### config.mk
export PLATFORM = sky130hd
export DESIGN_NAME = otd_stamp_ram
export DESIGN_NICKNAME = d
export VERILOG_FILES = /design/src/sv/otd_stamp_ram.sv
export SDC_FILE = /design/constraint.sdc
export NUM_CORES = 2
export LEC_CHECK = 0
export BUFFER_PORTS_ARGS = -buffer_cell sky130_fd_sc_hd__buf_2
export CAP_MARGIN = 25
export CORE_MARGIN = 10
export CORE_UTILIZATION = 46
export CTS_CLUSTER_SIZE = 25
export DETAILED_ROUTE_END_ITERATION = 6
export PLACE_DENSITY_LB_ADDON = 0.15
export SLEW_MARGIN = 40
export SYNTH_ARGS = -nofsm -noshare
export SYNTH_HDL_FRONTEND = slang
export SYNTH_SLANG_ARGS = --single-unit
### constraint.sdc
create_clock -name i_clk -period 7.7 [get_ports i_clk]
set_input_delay 1.54 -clock i_clk [delete_from_list [all_inputs] [get_ports i_clk]]
set_output_delay 1.54 -clock i_clk [all_outputs]
set_load 0.01 [all_outputs]
### src/sv/otd_stamp_ram.sv
// Arrival slot stamp memory: one write port, one read port, registered read.
// No dependencies.
`timescale 1ns / 1ps

module otd_stamp_ram #(
    parameter int DEPTH = 128,
    parameter int WIDTH = 32
) (
    input  logic                     i_clk,
    input  logic                     i_wr_en,
    input  logic [$clog2(DEPTH)-1:0] i_wr_addr,
    input  logic [WIDTH-1:0]         i_wr_data,
    input  logic                     i_rd_en,
    input  logic [$clog2(DEPTH)-1:0] i_rd_addr,
    output logic [WIDTH-1:0]         o_rd_data
);

    logic [WIDTH-1:0] mem [DEPTH];
    logic [WIDTH-1:0] r_rd_data;

    // Write stamp
    always_ff @(posedge i_clk) begin
        if (i_wr_en) begin
            mem[i_wr_addr] <= i_wr_data;
        end
    end

    // Registered read
    always_ff @(posedge i_clk) begin
        if (i_rd_en) begin
            r_rd_data <= mem[i_rd_addr];
        end
    end

    assign o_rd_data = r_rd_data;

endmodule

==> results.cfg <==
[status]
outcome = finished clean

[setup_path]
crit_arrival_ns = 5.32
cpMaxStageDelayCell = mux4_2
slowest_delay_ns = 0.63
worstPathCellList = buf_12, buf_16, buf_12, buf_4, mux4_2, mux4_2, mux4_2, mux2_2
critPathLaunchType = input port
r2r-start = mem[53][13]
endpoint_kind = register
reg2reg_slack_ns = 4.91
crit_top_cell = mux4_2
critPathRequiredTime_ns = 8.42
timing.rr.end = o_rd_data[13]
worstPathMaxFanout = 49
reg2reg_depth = 4
criticalPathCategory = in -> reg

[clocking]
clock_latency_ns = 0.98
htreeDepth = 5
cts-root-buf = clkbuf_16
clkTransAtPathRegs_ns = 0.06
ctsHoldBuffers = 0
postCtsSetupBuffers = 0
post_cts_resized = 0
clockBufferDepth = 4
clock_sinks = 4128
cts-buffers-inserted = 423
cts_tree = yes

[placed_design]
dp.cells = 10600
place_hpwl_um = 242000
dp_slack_ns = 2.11
port_buffers = 80
place.gp.congestion = 0.786

[floorplanning]
chipWidth_um = 603
rows = 214
initial_core_util = 0.461
dieArea_um2 = 364000
io-pin-count = 81
die_y_um = 603
coreArea_um2 = 340000

[synthesis]
yosysSeqAreaShare = 0.792
netlist_area_um2 = 157000
synth_area_leaders = edfxtp_1 79%, mux4_2 19%, clkbuf_1 0.44%
synth_top_area_frac = 0.792
synth_cell_types = 16
netlist_instances = 5990
synth_top_cell_by_area = edfxtp_1
avgSynthCellArea_um2 = 26.1
yosysWarningCount = 0
synth-seq-cells = 4128
syn_nets = 6039

[min_path]
hold_end = mem[36][0]
min_path_type = in -> reg
hold_depth = 1
hold_path_startpoint = i_wr_data[0]

[sta]
fmax_ghz = 0.217
tightest_slew_ns = 0.902
hold_viol = 0
final-setup-viol-count = 0
tns_ns = 0
period_share = 0.597
drv_slew = 0
skew_ns = 0.0369
rsz0062_at_grt = false
period_minus_slack_ns = 4.60
maxSlewHeadroom = 0.399
setup_ws_ns = 3.10

[route]
vias = 71400
viasPerCell = 6.26
routedWlPerCell_um = 37.8
antenna_left = 0
firstDrtPassIters = 5
wl_um = 431000
post-route-drc-count = 0
drtIter0Drc = 9443

[cells_and_area]
fillers = 25600
drive_gt1_frac = 0.364
layout.nets = 6530
layoutNonFillerInstCount = 11400
post-route-util = 0.529
seqCellArea_um2 = 124000
final_common_cell = edfxtp_1
final_cell_mix = 4128 x edfxtp_1, 1344 x mux4_2, 427 x clkbuf_16, 242 x buf_4, 119 x nor2_4
synthToLayoutAreaGrowth_pct = 14.7
multiInputGateArea_um2 = 32300

[grt]
grt_pass1_wl_um = 597000
grt_max_degree = 85
overflow = 0
grt.total_usage = 0.234
grt_pass1_vias = 72700
antenna_found_initial = 57

[power_and_ir_drop]
irDropWorstVdd_mv = 0.197
finalPower_mw = 47.5
power_density_nw_per_um2 = 265
cellLeakagePower_nw = 54.9

[job]
drv_cap = 0
-- state kept, by name (all words and copies together), names as in the netlist --
name and flops:
o_rd_data 32, mem 4096
-- report_power, final --
group	leakage [nW]	internal (mW)	switching (mW)
clock	6.62	11.6	8.56
sequential	37.1	24.8	0.0715
combinational	11.1	0.922	1.52
total	54.9	37.4	10.2
-- synth_stat cells --
| cell | count |
|---|---|
| buf_2 | 79 |
| buf_6 | 2 |
| nor3_1 | 9 |
| mux4_2 | 1344 |
| nand2_1 | 14 |
| nand2b_1 | 2 |
| nand4_1 | 3 |
| buf_4 | 3 |
| edfxtp_1 | 4128 |
| mux2_2 | 32 |
| buf_1 | 50 |
| nor2b_1 | 7 |
| or3_1 | 1 |
| nand3_1 | 12 |
| nor2_1 | 122 |
| clkbuf_1 | 182 |
-- through the flow --
step	hold slack [ns]	cell area [um^2]
floorplan	1.15	157000
global route	0.924	180000
CTS	0.969	179000
finish	0.958	180000
detailed placement	1.20	166000
global placement	1.19	165000
-- worst max path at each step --
| stage | start | end | slack [ns] | cells past startpoint |
|---|---|---|---|---|
| 2_1_floorplan | i_wr_en | mem[98][0] | 2.92 | 3 |
| 5_1_grt | i_rd_addr[0] | o_rd_data[18] | 2.98 | 8 |
| 4_1_cts | i_rd_addr[0] | o_rd_data[18] | 3.17 | 7 |
| 3_5_place_dp | i_rd_addr[0] | o_rd_data[18] | 2.11 | 7 |
| 6_report | i_rd_addr[0] | o_rd_data[18] | 3.10 | 8 |
| 3_3_place_gp | i_rd_addr[0] | o_rd_data[18] | 2.12 | 7 |
-- area by class of cell --
type | count | area share
Sequential cell | 4128 | 0.690
Multi-Input combinational cell | 1546 | 0.180
Clock buffer | 516 | 0.0614
Tap cell | 4536 | 0.0316
Timing Repair Buffer | 382 | 0.0220
Clock inverter | 264 | 0.0141
Antenna cell | 32 | 0.000446
-- critical path: cells and delay by family --
kind / cells / cell delay (ns)
muxes: 4 / 2.05
buffers and inverters: 4 / 1.45
-- per-layer routing --
metal | up-vias | GRT usage | share of wire
met4 | 34 | 0.0610 | 0.027
met1 | 39900 | 0.340 | 0.41
met2 | 3431 | 0.364 | 0.47
met3 | 596 | 0.0511 | 0.094
met5 | - | 0 | 0.00054
li1 | 27500 | - | -
-- logic make-up (layout without fill, tap and decap cells) --
family                 Yosys count  count (layout)  synth area share
buffers and inverters          316            1162           0.00837
and+or+nand+nor                170             170           0.00445
DFF                           4128            4128             0.792
other                            0              32                 0
muxes                         1376            1376             0.196
Note: power is estimated with default switching activity, not from simulation.
