$ cat config.mk
export PLATFORM = sky130hd
export DESIGN_NAME = otd_port_table
export DESIGN_NICKNAME = d
export VERILOG_FILES = /design/src/sv/otd_pkg.sv /design/src/sv/otd_port_table.sv
export SDC_FILE = /design/constraint.sdc
export NUM_CORES = 1
export LEC_CHECK = 0
export BUFFER_PORTS_ARGS = -buffer_cell sky130_fd_sc_hd__clkbuf_2
export CORE_ASPECT_RATIO = 0.8
export CORE_MARGIN = 1
export CORE_UTILIZATION = 55
export DETAILED_ROUTE_END_ITERATION = 8
export GPL_ROUTABILITY_DRIVEN = 0
export PLACE_DENSITY = 0.81
export SLEW_MARGIN = 20
export SYNTH_ARGS = -nofsm -noshare
export SYNTH_HDL_FRONTEND = slang
export SYNTH_SLANG_ARGS = --single-unit
$ cat constraint.sdc
create_clock -name i_clk -period 9.9 [get_ports i_clk]
set_input_delay 1.98 -clock i_clk [delete_from_list [all_inputs] [get_ports i_clk]]
set_output_delay 1.98 -clock i_clk [all_outputs]
set_load 0.03 [all_outputs]
$ cat src/sv/otd_pkg.sv
// Package for the output-queued switch with tail drop.
// Holds field widths, result kinds, opcodes, register indexes and the FSM type.
// No dependencies.
`timescale 1ns / 1ps

package otd_pkg;

    // Field widths fixed by the interface
    localparam int PORT_W      = 3;
    localparam int KIND_W      = 2;
    localparam int DELAY_W     = 5;
    localparam int CNT_W       = 32;
    localparam int CFG_INDEX_W = 2;
    localparam int CFG_DATA_W  = 5;
    localparam int LIMIT_W     = 5;
    localparam int ACTIVE_W    = 4;

    // Ports reachable through a 3-bit destination field
    localparam int PORT_SPAN = 8;

    // Largest delay the result field carries
    localparam logic [DELAY_W-1:0] DELAY_MAX = 5'd31;

    // Register reset values
    localparam logic [LIMIT_W-1:0]  QUEUE_LIMIT_RST  = 5'd4;
    localparam logic [ACTIVE_W-1:0] ACTIVE_PORTS_RST = 4'd8;

    // Configuration register indexes
    localparam logic [CFG_INDEX_W-1:0] REG_QUEUE_LIMIT  = 2'd0;
    localparam logic [CFG_INDEX_W-1:0] REG_ACTIVE_PORTS = 2'd1;

    // Input opcodes
    localparam logic OP_ARRIVAL = 1'b0;
    localparam logic OP_TICK    = 1'b1;

    // Result kinds
    localparam logic [KIND_W-1:0] KIND_QUEUED  = 2'd0;
    localparam logic [KIND_W-1:0] KIND_DROPPED = 2'd1;
    localparam logic [KIND_W-1:0] KIND_DEPART  = 2'd2;

    // Controller states
    typedef enum logic [2:0] {
        S_IDLE,
        S_ARR,
        S_WALK,
        S_REC,
        S_DEP
    } t_state;

    // Saturating increment of a 32-bit counter
    function automatic logic [CNT_W-1:0] sat_inc(input logic [CNT_W-1:0] v);
        sat_inc = (v == {CNT_W{1'b1}}) ? v : v + CNT_W'(1);
    endfunction

endpackage

$ cat src/sv/otd_port_table.sv
// Per-port queue record memory: head pointer, fill count and link-use count.
// Valid bits make never-written records read as zero. Uses otd_pkg.
`timescale 1ns / 1ps

module otd_port_table #(
    parameter int ENTRIES = 8,
    parameter int HEAD_W  = 4,
    parameter int COUNT_W = 5
) (
    input  logic                       i_clk,
    input  logic                       i_rst_n,
    input  logic                       i_rd_en,
    input  logic [$clog2(ENTRIES)-1:0] i_rd_addr,
    output logic [HEAD_W-1:0]          o_rd_head,
    output logic [COUNT_W-1:0]         o_rd_count,
    output logic [otd_pkg::CNT_W-1:0]  o_rd_uses,
    input  logic                       i_wr_en,
    input  logic [$clog2(ENTRIES)-1:0] i_wr_addr,
    input  logic [HEAD_W-1:0]          i_wr_head,
    input  logic [COUNT_W-1:0]         i_wr_count,
    input  logic [otd_pkg::CNT_W-1:0]  i_wr_uses
);

    localparam int REC_W = HEAD_W + COUNT_W + otd_pkg::CNT_W;

    logic [REC_W-1:0]   mem [ENTRIES];
    logic [REC_W-1:0]   r_rd_data;
    logic               r_rd_valid;
    logic [ENTRIES-1:0] r_valid;

    // Write record
    always_ff @(posedge i_clk) begin
        if (i_wr_en) begin
            mem[i_wr_addr] <= {i_wr_head, i_wr_count, i_wr_uses};
        end
    end

    // Registered read
    always_ff @(posedge i_clk) begin
        if (i_rd_en) begin
            r_rd_data <= mem[i_rd_addr];
        end
    end

    // Track written records; an unwritten record reads as zero
    always_ff @(posedge i_clk) begin
        if (!i_rst_n) begin
            r_valid    <= '0;
            r_rd_valid <= 1'b0;
        end else begin
            if (i_wr_en) begin
                r_valid[i_wr_addr] <= 1'b1;
            end
            if (i_rd_en) begin
                r_rd_valid <= r_valid[i_rd_addr];
            end
        end
    end

    assign o_rd_head  = r_rd_valid ? r_rd_data[REC_W-1 -: HEAD_W] : '0;
    assign o_rd_count = r_rd_valid ? r_rd_data[otd_pkg::CNT_W +: COUNT_W] : '0;
    assign o_rd_uses  = r_rd_valid ? r_rd_data[otd_pkg::CNT_W-1:0] : '0;

endmodule

==> results of run 1 <==
[metrics by stage]
step	setup slack (ps)	std cells	util	instance area, µm²	hold slack (ps)
2_1_floorplan	4388	599	-	14190	440.0
3_3_place_gp	5476	996	0.5937	15030	446.2
3_5_place_dp	5393	996	0.5937	15030	454.9
4_1_cts	5932	1059	0.6394	16180	470.4
5_1_grt	5792	1059	0.6396	16190	492.2
6_report	5962	1059	0.6396	16190	472.1
[layout make-up]
cell class | count | area [µm²] | area share
Clock inverter | 18 | 137.6 | 0.008503
Sequential cell | 378 | 11260 | 0.6958
Multi-Input combinational cell | 192 | 2811 | 0.1737
Tap cell | 324 | 405.4 | 0.02504
Clock buffer | 45 | 1020 | 0.06300
Timing Repair Buffer | 102 | 550.5 | 0.03401
[placed cells by master (no fill, tap or decap), types with 3 or more instances in the layout]
cell	n
dfxtp_1	8
nor2_4	6
buf_4	11
clkbuf_16	40
clkbuf_2	89
edfxtp_1	369
clkinv_1	6
mux2i_1	4
mux4_2	83
o21a_1	8
and2_1	41
nand2b_1	3
clkbuf_1	5
mux2_2	41
clkinv_2	8
[power by group through the flow]
stage	Combinational, µW	Sequential [µW]	Clock (µW)
finish	173	1840	1340
global route	186	1850	1420
CTS	175	1840	1360
detailed placement	174	1880	0
global placement	167	1870	0
floorplan	116	1870	0
[metal layers]
metal	vias up	share of wire	wire length, µm
met4	4	0.015	395
met3	37	0.070	1844
li1	2708	-	-
met5	-	0.00087	23
met1	3327	0.43	11400
met2	244	0.48	12790
[cell families after synthesis]
family	synth area share
and+or+nand+nor	0.02221
muxes	0.1670
buffers and inverters	0.01252
DFF	0.7933
AOI/OAI and AO/OA	0.004936
[critical path, stage by stage]
cell	delay [ps]
buf_6	470
buf_4	780
mux4_2	590
mux2_2	280
[state kept, by name, indices dropped and copies added (netlist names)]
register    cells
r_rd_valid      1
r_rd_data      41
r_valid         8
mem           328
[how the worst max path moves through the flow]
stage	from	depth (start not counted)	slack [ps]	end
5_1_grt	i_rd_addr[0]	4	5790	r_rd_data[9]
3_3_place_gp	i_rd_addr[0]	4	5480	r_rd_data[9]
6_report	i_rd_addr[0]	4	5960	r_rd_data[9]
3_5_place_dp	i_rd_addr[0]	4	5390	r_rd_data[34]
2_1_floorplan	i_wr_addr[2]	2	4390	mem[0][0]
4_1_cts	i_rd_addr[0]	4	5930	r_rd_data[9]
==> run metrics, run 1 <==
status finished clean; hold endpoint r_valid[0]; Post-synth ARST share 0; Root Buffer clkbuf_16; top-count cell post-synth edfxtp_1; Max Cap Violations 0; count of flip-flops with a built-in enable after synthesis 369; reg2reg end r_rd_data[11]; commonest cells in the netlist edfxtp_1 (369), mux4_2 (83), and2_1 (41), mux2_2 (41); first-pass GRT wire length 39.81 mm; Final period util 0.3978; ys flop type edfxtp_1; Post-CTS Setup Repair Bufs 0; PD cells 207.3 mW/mm²; Pwr Total about 3400 µW; post-cts resize count 0; total die area 0.02646 mm²; number of port buffers 91; Worst Hold Path Cells 1; Syn Inst Count 599; Wirelength per Cell 24.98 µm; Num CTS Buffers 36; largest area contributor in the netlist edfxtp_1; clk_lat worst skew about 500 ps; global route hottest layer met2; fin. max-slew vios 0; Area Growth Syn to Fin 14.03%; Initial Util 0.5609; layout cell share with drive strength beyond 1 0.3905; clk slew on worst S/H paths 70 ps; largest net degree at the start of global routing 84; hold bufs inserted after CTS 0; die width roughly 180 µm; r2r setup slk 8480 ps; RR Startpoint mem[6][11]; internal power 2682 µW; Clock power frac 0.399; row count 52; crit path capture type flip-flop; setup_tns 0 ps; CP Class primary input to flip-flop; Comb pwr share 0.052; CTS sink cnt roughly 380; HP Class flip-flop to flip-flop; M3 GR Usage 0.04354; # nets final 761; CP Launch Type primary input; Sequential Power Share 0.549; Cell Area, Synth 0.01419 mm²; post-DP HPWL 13.06 mm; Worst Max-Slew Pin Slew 867.9 ps; Worst slew margin 0.4214; met2 Usage GRT 0.3319; Filler Cell Count roughly 1,600; die height 145.7 µm; met1 GRT Util 0.2944; number of global-route vias before repair about 6,600; Hold Path Origin r_valid[0]; Max Fclk approximately 250 MHz; Remaining DRCs 0; CTS tree built; DR vias 6,320; post-synthesis sequential area ratio 0.7933; initial antenna violation count 3; GRT Resource Usage Total 0.2056; First-pass DRT Iterations 5; Critical Path RT 10,150 ps; Final ANT Viol Nets 0; worst path arrival time 4190 ps; peak supply drop 117.0 µV; Syn Nets 650; via-per-instance ratio 5.968; post-synthesis cell type count 18; Initial DRC Count approximately 600; RSZ-0062 raised after global routing false; syn_area_per_cell 23.70 µm²; R2R cell count 2; Leak 0.005362 µW; grt total ovfl 0; final setup violating endpoints 0; # IOs 92; Final Hold Vio Count 0; Core ar. 0.02531 mm²; sw frac 0.2006; Max FO, Critical Path 45; Seq cells post-synth 378; Ys Warns 0; switching power 673.0 µW; Detailed Route WL approximately 26 mm; clock tree buffer depth 3; post-synth top area share 0.7806; synth top area cells edfxtp_1 (78%), mux4_2 (13%), mux2_2 (3.3%), and2_1 (1.8%), dfxtp_1 (1.3%); minimum clock period 3938 ps; ANT cells 0; number of H-tree levels 2; skew final about 14 ps
Power figures use the tool's default switching activity.
==> inputs of run 2 (changes only) <==
==> constraint.sdc (replaced) <==
create_clock -name i_clk -period 3.8 [get_ports i_clk]
set_input_delay 0.76 -clock i_clk [delete_from_list [all_inputs] [get_ports i_clk]]
set_output_delay 0.76 -clock i_clk [all_outputs]
set_load 0.03 [all_outputs]
==> run metrics, run 2 (synthesis results as in run 1) <==
Max Cap Violations 0 (unchanged); first-pass GRT wire length 41.31 mm (+3.8%); CTS sink cnt 378 (unchanged); Remaining DRCs 0 (unchanged); clk_lat worst skew 520 ps (about the same); PnR worst setup slack 1050 ps (-4912 ps); Worst Max-Slew Pin Slew 1037 ps (+169.4 ps); post-DP HPWL 13.93 mm (+6.6%); R2R cell count 2 (unchanged); RSZ-0062 raised after global routing false; number of global-route vias before repair 6,889 (+4.8%); # nets final 764 (+0.39%); fin. max-slew vios 0 (unchanged); CP Class flip-flop to primary output; post-cts resize count 0 (unchanged); Final ANT Viol Nets 0 (unchanged); layout cell share with drive strength beyond 1 0.3897 (-0.0007604); Initial Util 0.5609 (unchanged); Root Buffer clkbuf_16; initial antenna violation count 1 (-2); Filler Cell Count 1,594 (-1.2%); Detailed Route WL 27.19 mm (+2.8%); peak supply drop 392.0 µV (+230%); clock tree buffer depth 3 (unchanged); Critical Path RT 3040 ps (-7110 ps); Worst Hold Path Cells 1 (unchanged); Max Fclk between 300 and 400 MHz; worst path arrival time 1990 ps (-2200 ps); status finished clean; final setup violating endpoints 0 (unchanged); number of port buffers 91 (unchanged); hold bufs inserted after CTS 0 (unchanged); largest net degree at the start of global routing 48 (-43%); die height 145.7 µm (unchanged); CP Launch Type flip-flop; number of H-tree levels 2 (unchanged); setup_tns 0 ps (unchanged); Regs by FF count mem: 328 flops, r_rd_data: 41 flops, r_valid: 8 flops; GRT Resource Usage Total 0.2147 (+0.009142); minimum clock period 2750 ps; Final Hold Vio Count 0 (unchanged); Wirelength per Cell 25.53 µm (+2.2%); Post-CTS Setup Repair Bufs 0 (unchanged); most frequent cells in the layout edfxtp_1 (369), clkbuf_2 (89), mux4_2 (83); Core ar. 0.02531 mm² (unchanged); Final period util 0.7238; Leak 0.005358 µW (about the same); row count 52 (unchanged); Num CTS Buffers 36 (unchanged); PD cells 531.5 mW/mm² (+160%); # IOs 92 (unchanged); Largest register FFs 328 (unchanged); First-pass DRT Iterations 5 (unchanged); die width 181.6 µm (unchanged); HP Class flip-flop to flip-flop; most common cell after layout, fill and taps aside edfxtp_1; clk slew on worst S/H paths 60 ps (about the same); Area Growth Syn to Fin 14.11% (about the same); Max FO, Critical Path 42 (-6.7%); Worst slew margin 0.3085 (-0.1129); via-per-instance ratio 6.018 (+0.84%); DR vias 6,409 (+1.4%); pre-CTS setup slack 1085 ps (-4308 ps); skew final 20.64 ps (+7.056 ps); CTS tree built; crit path capture type primary output; total die area 0.02646 mm² (unchanged); register bank with the most flops mem; grt total ovfl 0 (unchanged); Initial DRC Count 706 (+18%)
==> run 2: cell count changes in the layout (fill, tap and decap cells not counted), sizes merged <==
cell | previous run | this run
inv | 1 | 2
clkinv | 15 | 6
bufinv | 2 | 0
diode | 0 | 2
clkbuf | 134 | 145
buf | 13 | 16
==> run 2: path summary, 6_finish.rpt <==
check / startpoint / endpoint / slack, ps
worst max-delay path: r_rd_valid / o_rd_uses[2] / 1050
worst min-delay path: r_valid[1] / r_valid[1] / 470
worst max register to register: r_rd_valid / r_rd_valid / 2330
worst min register to register: r_valid[1] / r_valid[1] / 470
==> run 2: routing by layer <==
| metal | GRT usage | part of all wire | wire length (µm) |
|---|---|---|---|
| met5 | 0 | 0 | 0 |
| met4 | 0.05805 | 0.017 | 457 |
| met3 | 0.04530 | 0.069 | 1880 |
| met2 | 0.3471 | 0.50 | 13540 |
| met1 | 0.3021 | 0.42 | 11320 |
==> run 2: area by class of cell <==
| class | count | area [µm²] | area share |
|---|---|---|---|
| Antenna cell | 2 | 5.005 | 0.0003090 |
| Clock buffer | 56 | 1057 | 0.06527 |
| Clock inverter | 8 | 50.05 | 0.003090 |
| Multi-Input combinational cell | 192 | 2824 | 0.1743 |
| Sequential cell | 378 | 11260 | 0.6953 |
| Tap cell | 324 | 405.4 | 0.02503 |
| Timing Repair Buffer | 105 | 594.3 | 0.03669 |
==> run 2: worst max-delay path, cell delays in order (launching register included) <==
cell      delay, ps
dfxtp_2         950
and2_1          300
clkbuf_2        230
==> run 2: through the flow <==
stage | power [µW] | utilization | hold slack [ps] | instance area, µm² | instances
2_1_floorplan | 5165 | - | 440.0 | 14200 | 599
3_3_place_gp | 5316 | 0.5961 | 446.5 | 15090 | 999
3_5_place_dp | 5351 | 0.5961 | 455.1 | 15090 | 999
4_1_cts | 8674 | 0.6398 | 468.9 | 16190 | 1063
5_1_grt | 8862 | 0.6398 | 489.4 | 16190 | 1063
6_report | 8609 | 0.6400 | 470.4 | 16200 | 1065
==> run 2: where the power goes <==
part / switching (µW) / internal [µW]
Combinational: 260 / 202
Sequential: 49.9 / 4750
Clock: 1430 / 1920
Total: 1740 / 6870
==> inputs of run 3 (changes only) <==
--- a/config.mk
+++ b/config.mk
@@ -8,10 +8,10 @@
 export BUFFER_PORTS_ARGS = -buffer_cell sky130_fd_sc_hd__clkbuf_2
 export CORE_ASPECT_RATIO = 0.8
 export CORE_MARGIN = 1
-export CORE_UTILIZATION = 55
+export CORE_UTILIZATION = 54
 export DETAILED_ROUTE_END_ITERATION = 8
 export GPL_ROUTABILITY_DRIVEN = 0
-export PLACE_DENSITY = 0.81
+export PLACE_DENSITY = 0.83
 export SLEW_MARGIN = 20
 export SYNTH_ARGS = -nofsm -noshare
 export SYNTH_HDL_FRONTEND = slang
==> constraint.sdc (replaced) <==
create_clock -name i_clk -period 2.5 [get_ports i_clk]
set_input_delay 0.5 -clock i_clk [delete_from_list [all_inputs] [get_ports i_clk]]
set_output_delay 0.5 -clock i_clk [all_outputs]
set_load 0.03 [all_outputs]
==> run metrics, run 3 (synthesis results as in run 1) <==
Worst Max-Slew Pin Slew 475.5 ps (-561.8 ps); Initial Util 0.5551 (-0.005708); Remaining DRCs 0 (unchanged); hold endpoint mem[7][4]; post-DP HPWL 14.43 mm (+3.6%); met1 GRT Util 0.2881 (-0.01400); row count 52 (unchanged); max incr delay on CP 610 ps (-340 ps); number of port buffers 91 (unchanged); Fin Hold WS 263.8 ps (-206.6 ps); R2R cell count 2 (unchanged); clock tree buffer depth 3 (unchanged); die width 183.3 µm (+0.91%); RR Startpoint mem[7][37]; Comb pwr share 0.056 (+0.002); Wirelength per Cell 25.04 µm (-1.9%); PnR worst setup slack 192.1 ps (-857.4 ps); largest net degree at the start of global routing 44 (-8.3%); most common cell after layout, fill and taps aside edfxtp_1; clk slew on worst S/H paths 60 ps (about the same); global route hottest layer met2; Clock power frac 0.397 (+0.008); Leak 0.005485 µW (+2.4%); Post-Place Cells 1,035 (+3.6%); post-cts resize count 0 (unchanged); Hold Path Origin i_wr_uses[4]; Worst slew margin 0.6826 (+0.3741); sw frac 0.1991 (-0.002650); Initial DRC Count 537 (-24%); Max Cap Violations 0 (unchanged); CP Launch Type flip-flop; reg2reg end r_rd_data[37]; Core ar. 0.02557 mm² (+1.0%); # nets final 772 (+1.0%); Largest register FFs 328 (unchanged); Non-Filler Instances 1,099 (+3.2%); crit path capture type primary output; switching power 2652 µW (+53%); Worst Hold Path Cells 1 (unchanged); CP max-delay cell dfxtp_1; internal power 10,670 µW (+55%); grt total ovfl 0 (unchanged); Final ANT Viol Nets 0 (unchanged); worst path arrival time 1810 ps (-180 ps); met2 Usage GRT 0.3548 (+0.007637); First-pass DRT Iterations 4 (-1); clk_lat worst skew 510 ps (about the same); Area Growth Syn to Fin 16.45%; minimum clock period 2308 ps; CTS tree built; Max Fclk around 430 MHz; crit-path cells buf_4 -> and2_1 -> clkbuf_2; die height 147.0 µm (+0.91%); number of H-tree levels 2 (unchanged); delay-heaviest family, CP flip-flops; Num CTS Buffers 35 (-2.8%); Final Hold Vio Count 0 (unchanged); Final period util 0.9231; peak supply drop 546.0 µV (+39%); total die area 0.02694 mm² (+1.8%); HP Class primary input to flip-flop; GRT Resource Usage Total 0.2123 (-0.002477); number of global-route vias before repair 6,960 (+1.0%); via-per-instance ratio 5.880 (-2.3%); Max FO, Critical Path 14 (-67%); fin. max-slew vios 0 (unchanged); Filler Cell Count 1,635 (+2.6%); final setup violating endpoints 0 (unchanged); Post-CTS Setup Repair Bufs 0 (unchanged); RSZ-0062 raised after global routing false; status finished clean; hold bufs inserted after CTS 0 (unchanged); M3 GR Usage 0.04338 (-0.001914); r2r setup slk 1040 ps (-1290 ps); layout cell share with drive strength beyond 1 0.4043 (+0.01457); setup_tns 0 ps (unchanged); CTS sink cnt 378 (unchanged); Root Buffer clkbuf_16; PD cells 806.0 mW/mm² (+52%); # IOs 92 (unchanged); Sequential Power Share 0.547 (-0.011); Detailed Route WL 27.52 mm (+1.2%); register bank with the most flops mem; Regs by FF count mem: 328 flops, r_rd_data: 41 flops, r_valid: 8 flops; first-pass GRT wire length 41.24 mm (-0.17%); most frequent cells in the layout edfxtp_1 (369), clkbuf_2 (89), mux4_2 (83); Critical Path RT 2000 ps (-1040 ps); CP bufs+invs 2 (+1); initial antenna violation count 2 (+1); CP Class flip-flop to primary output; DR vias 6,462 (+0.83%); skew final 7.321 ps (-13.32 ps); pre-CTS setup slack 367.7 ps (-716.8 ps)
run 3: worst max-delay path by stage:
stage / from / to / slack (ps) / depth (start not counted)
floorplan: i_wr_addr[2] / mem[1][0] / -410 / 2
global placement: i_rd_addr[0] / r_rd_data[10] / 390 / 4
detailed placement: i_rd_addr[0] / r_rd_data[9] / 370 / 4
CTS: r_rd_valid / o_rd_uses[20] / 140 / 3
global route: r_rd_valid / o_rd_uses[20] / 70 / 3
finish: r_rd_valid / o_rd_uses[20] / 190 / 3
run 3: area by class of cell:
class                      count  area (µm²)  area share
multi-input combinational    192        2824      0.1708
clock inverter                 9       76.32    0.004617
tap                          351       439.2     0.02657
clock buffer                  54        1090     0.06593
timing repair buffer         114       837.1     0.05064
antenna                        1       2.502   0.0001514
sequential                   378       11260      0.6813
run 3: per-stage QoR:
stage	power [µW]	area [µm²]	utilization
after floorplan	7851	14210	-
after global placement	8115	15360	0.6008
after detailed placement	8169	15360	0.6008
after CTS	13450	16530	0.6464
after global routing	13710	16530	0.6464
final	13320	16530	0.6465
run 3: routing by layer:
| layer | vias to the layer above | share of wire |
|---|---|---|
| li1 | 2735 | - |
| met1 | 3429 | 0.41 |
| met2 | 255 | 0.50 |
| met3 | 41 | 0.072 |
| met4 | 2 | 0.018 |
| met5 | - | 0.00047 |
run 3: worst register-to-register path, cell delays in order (launching register included):
cell      delay (ps)
edfxtp_1         420
mux4_2           510
mux2_2           280
run 3: power groups by stage:
stage          logic, µW  registers, µW  clock network [µW]
2_1_floorplan        462           7390                   0
3_3_place_gp         719           7400                   0
3_5_place_dp         752           7420                   0
4_1_cts              760           7290                5400
5_1_grt              802           7300                5610
6_report             751           7280                5290
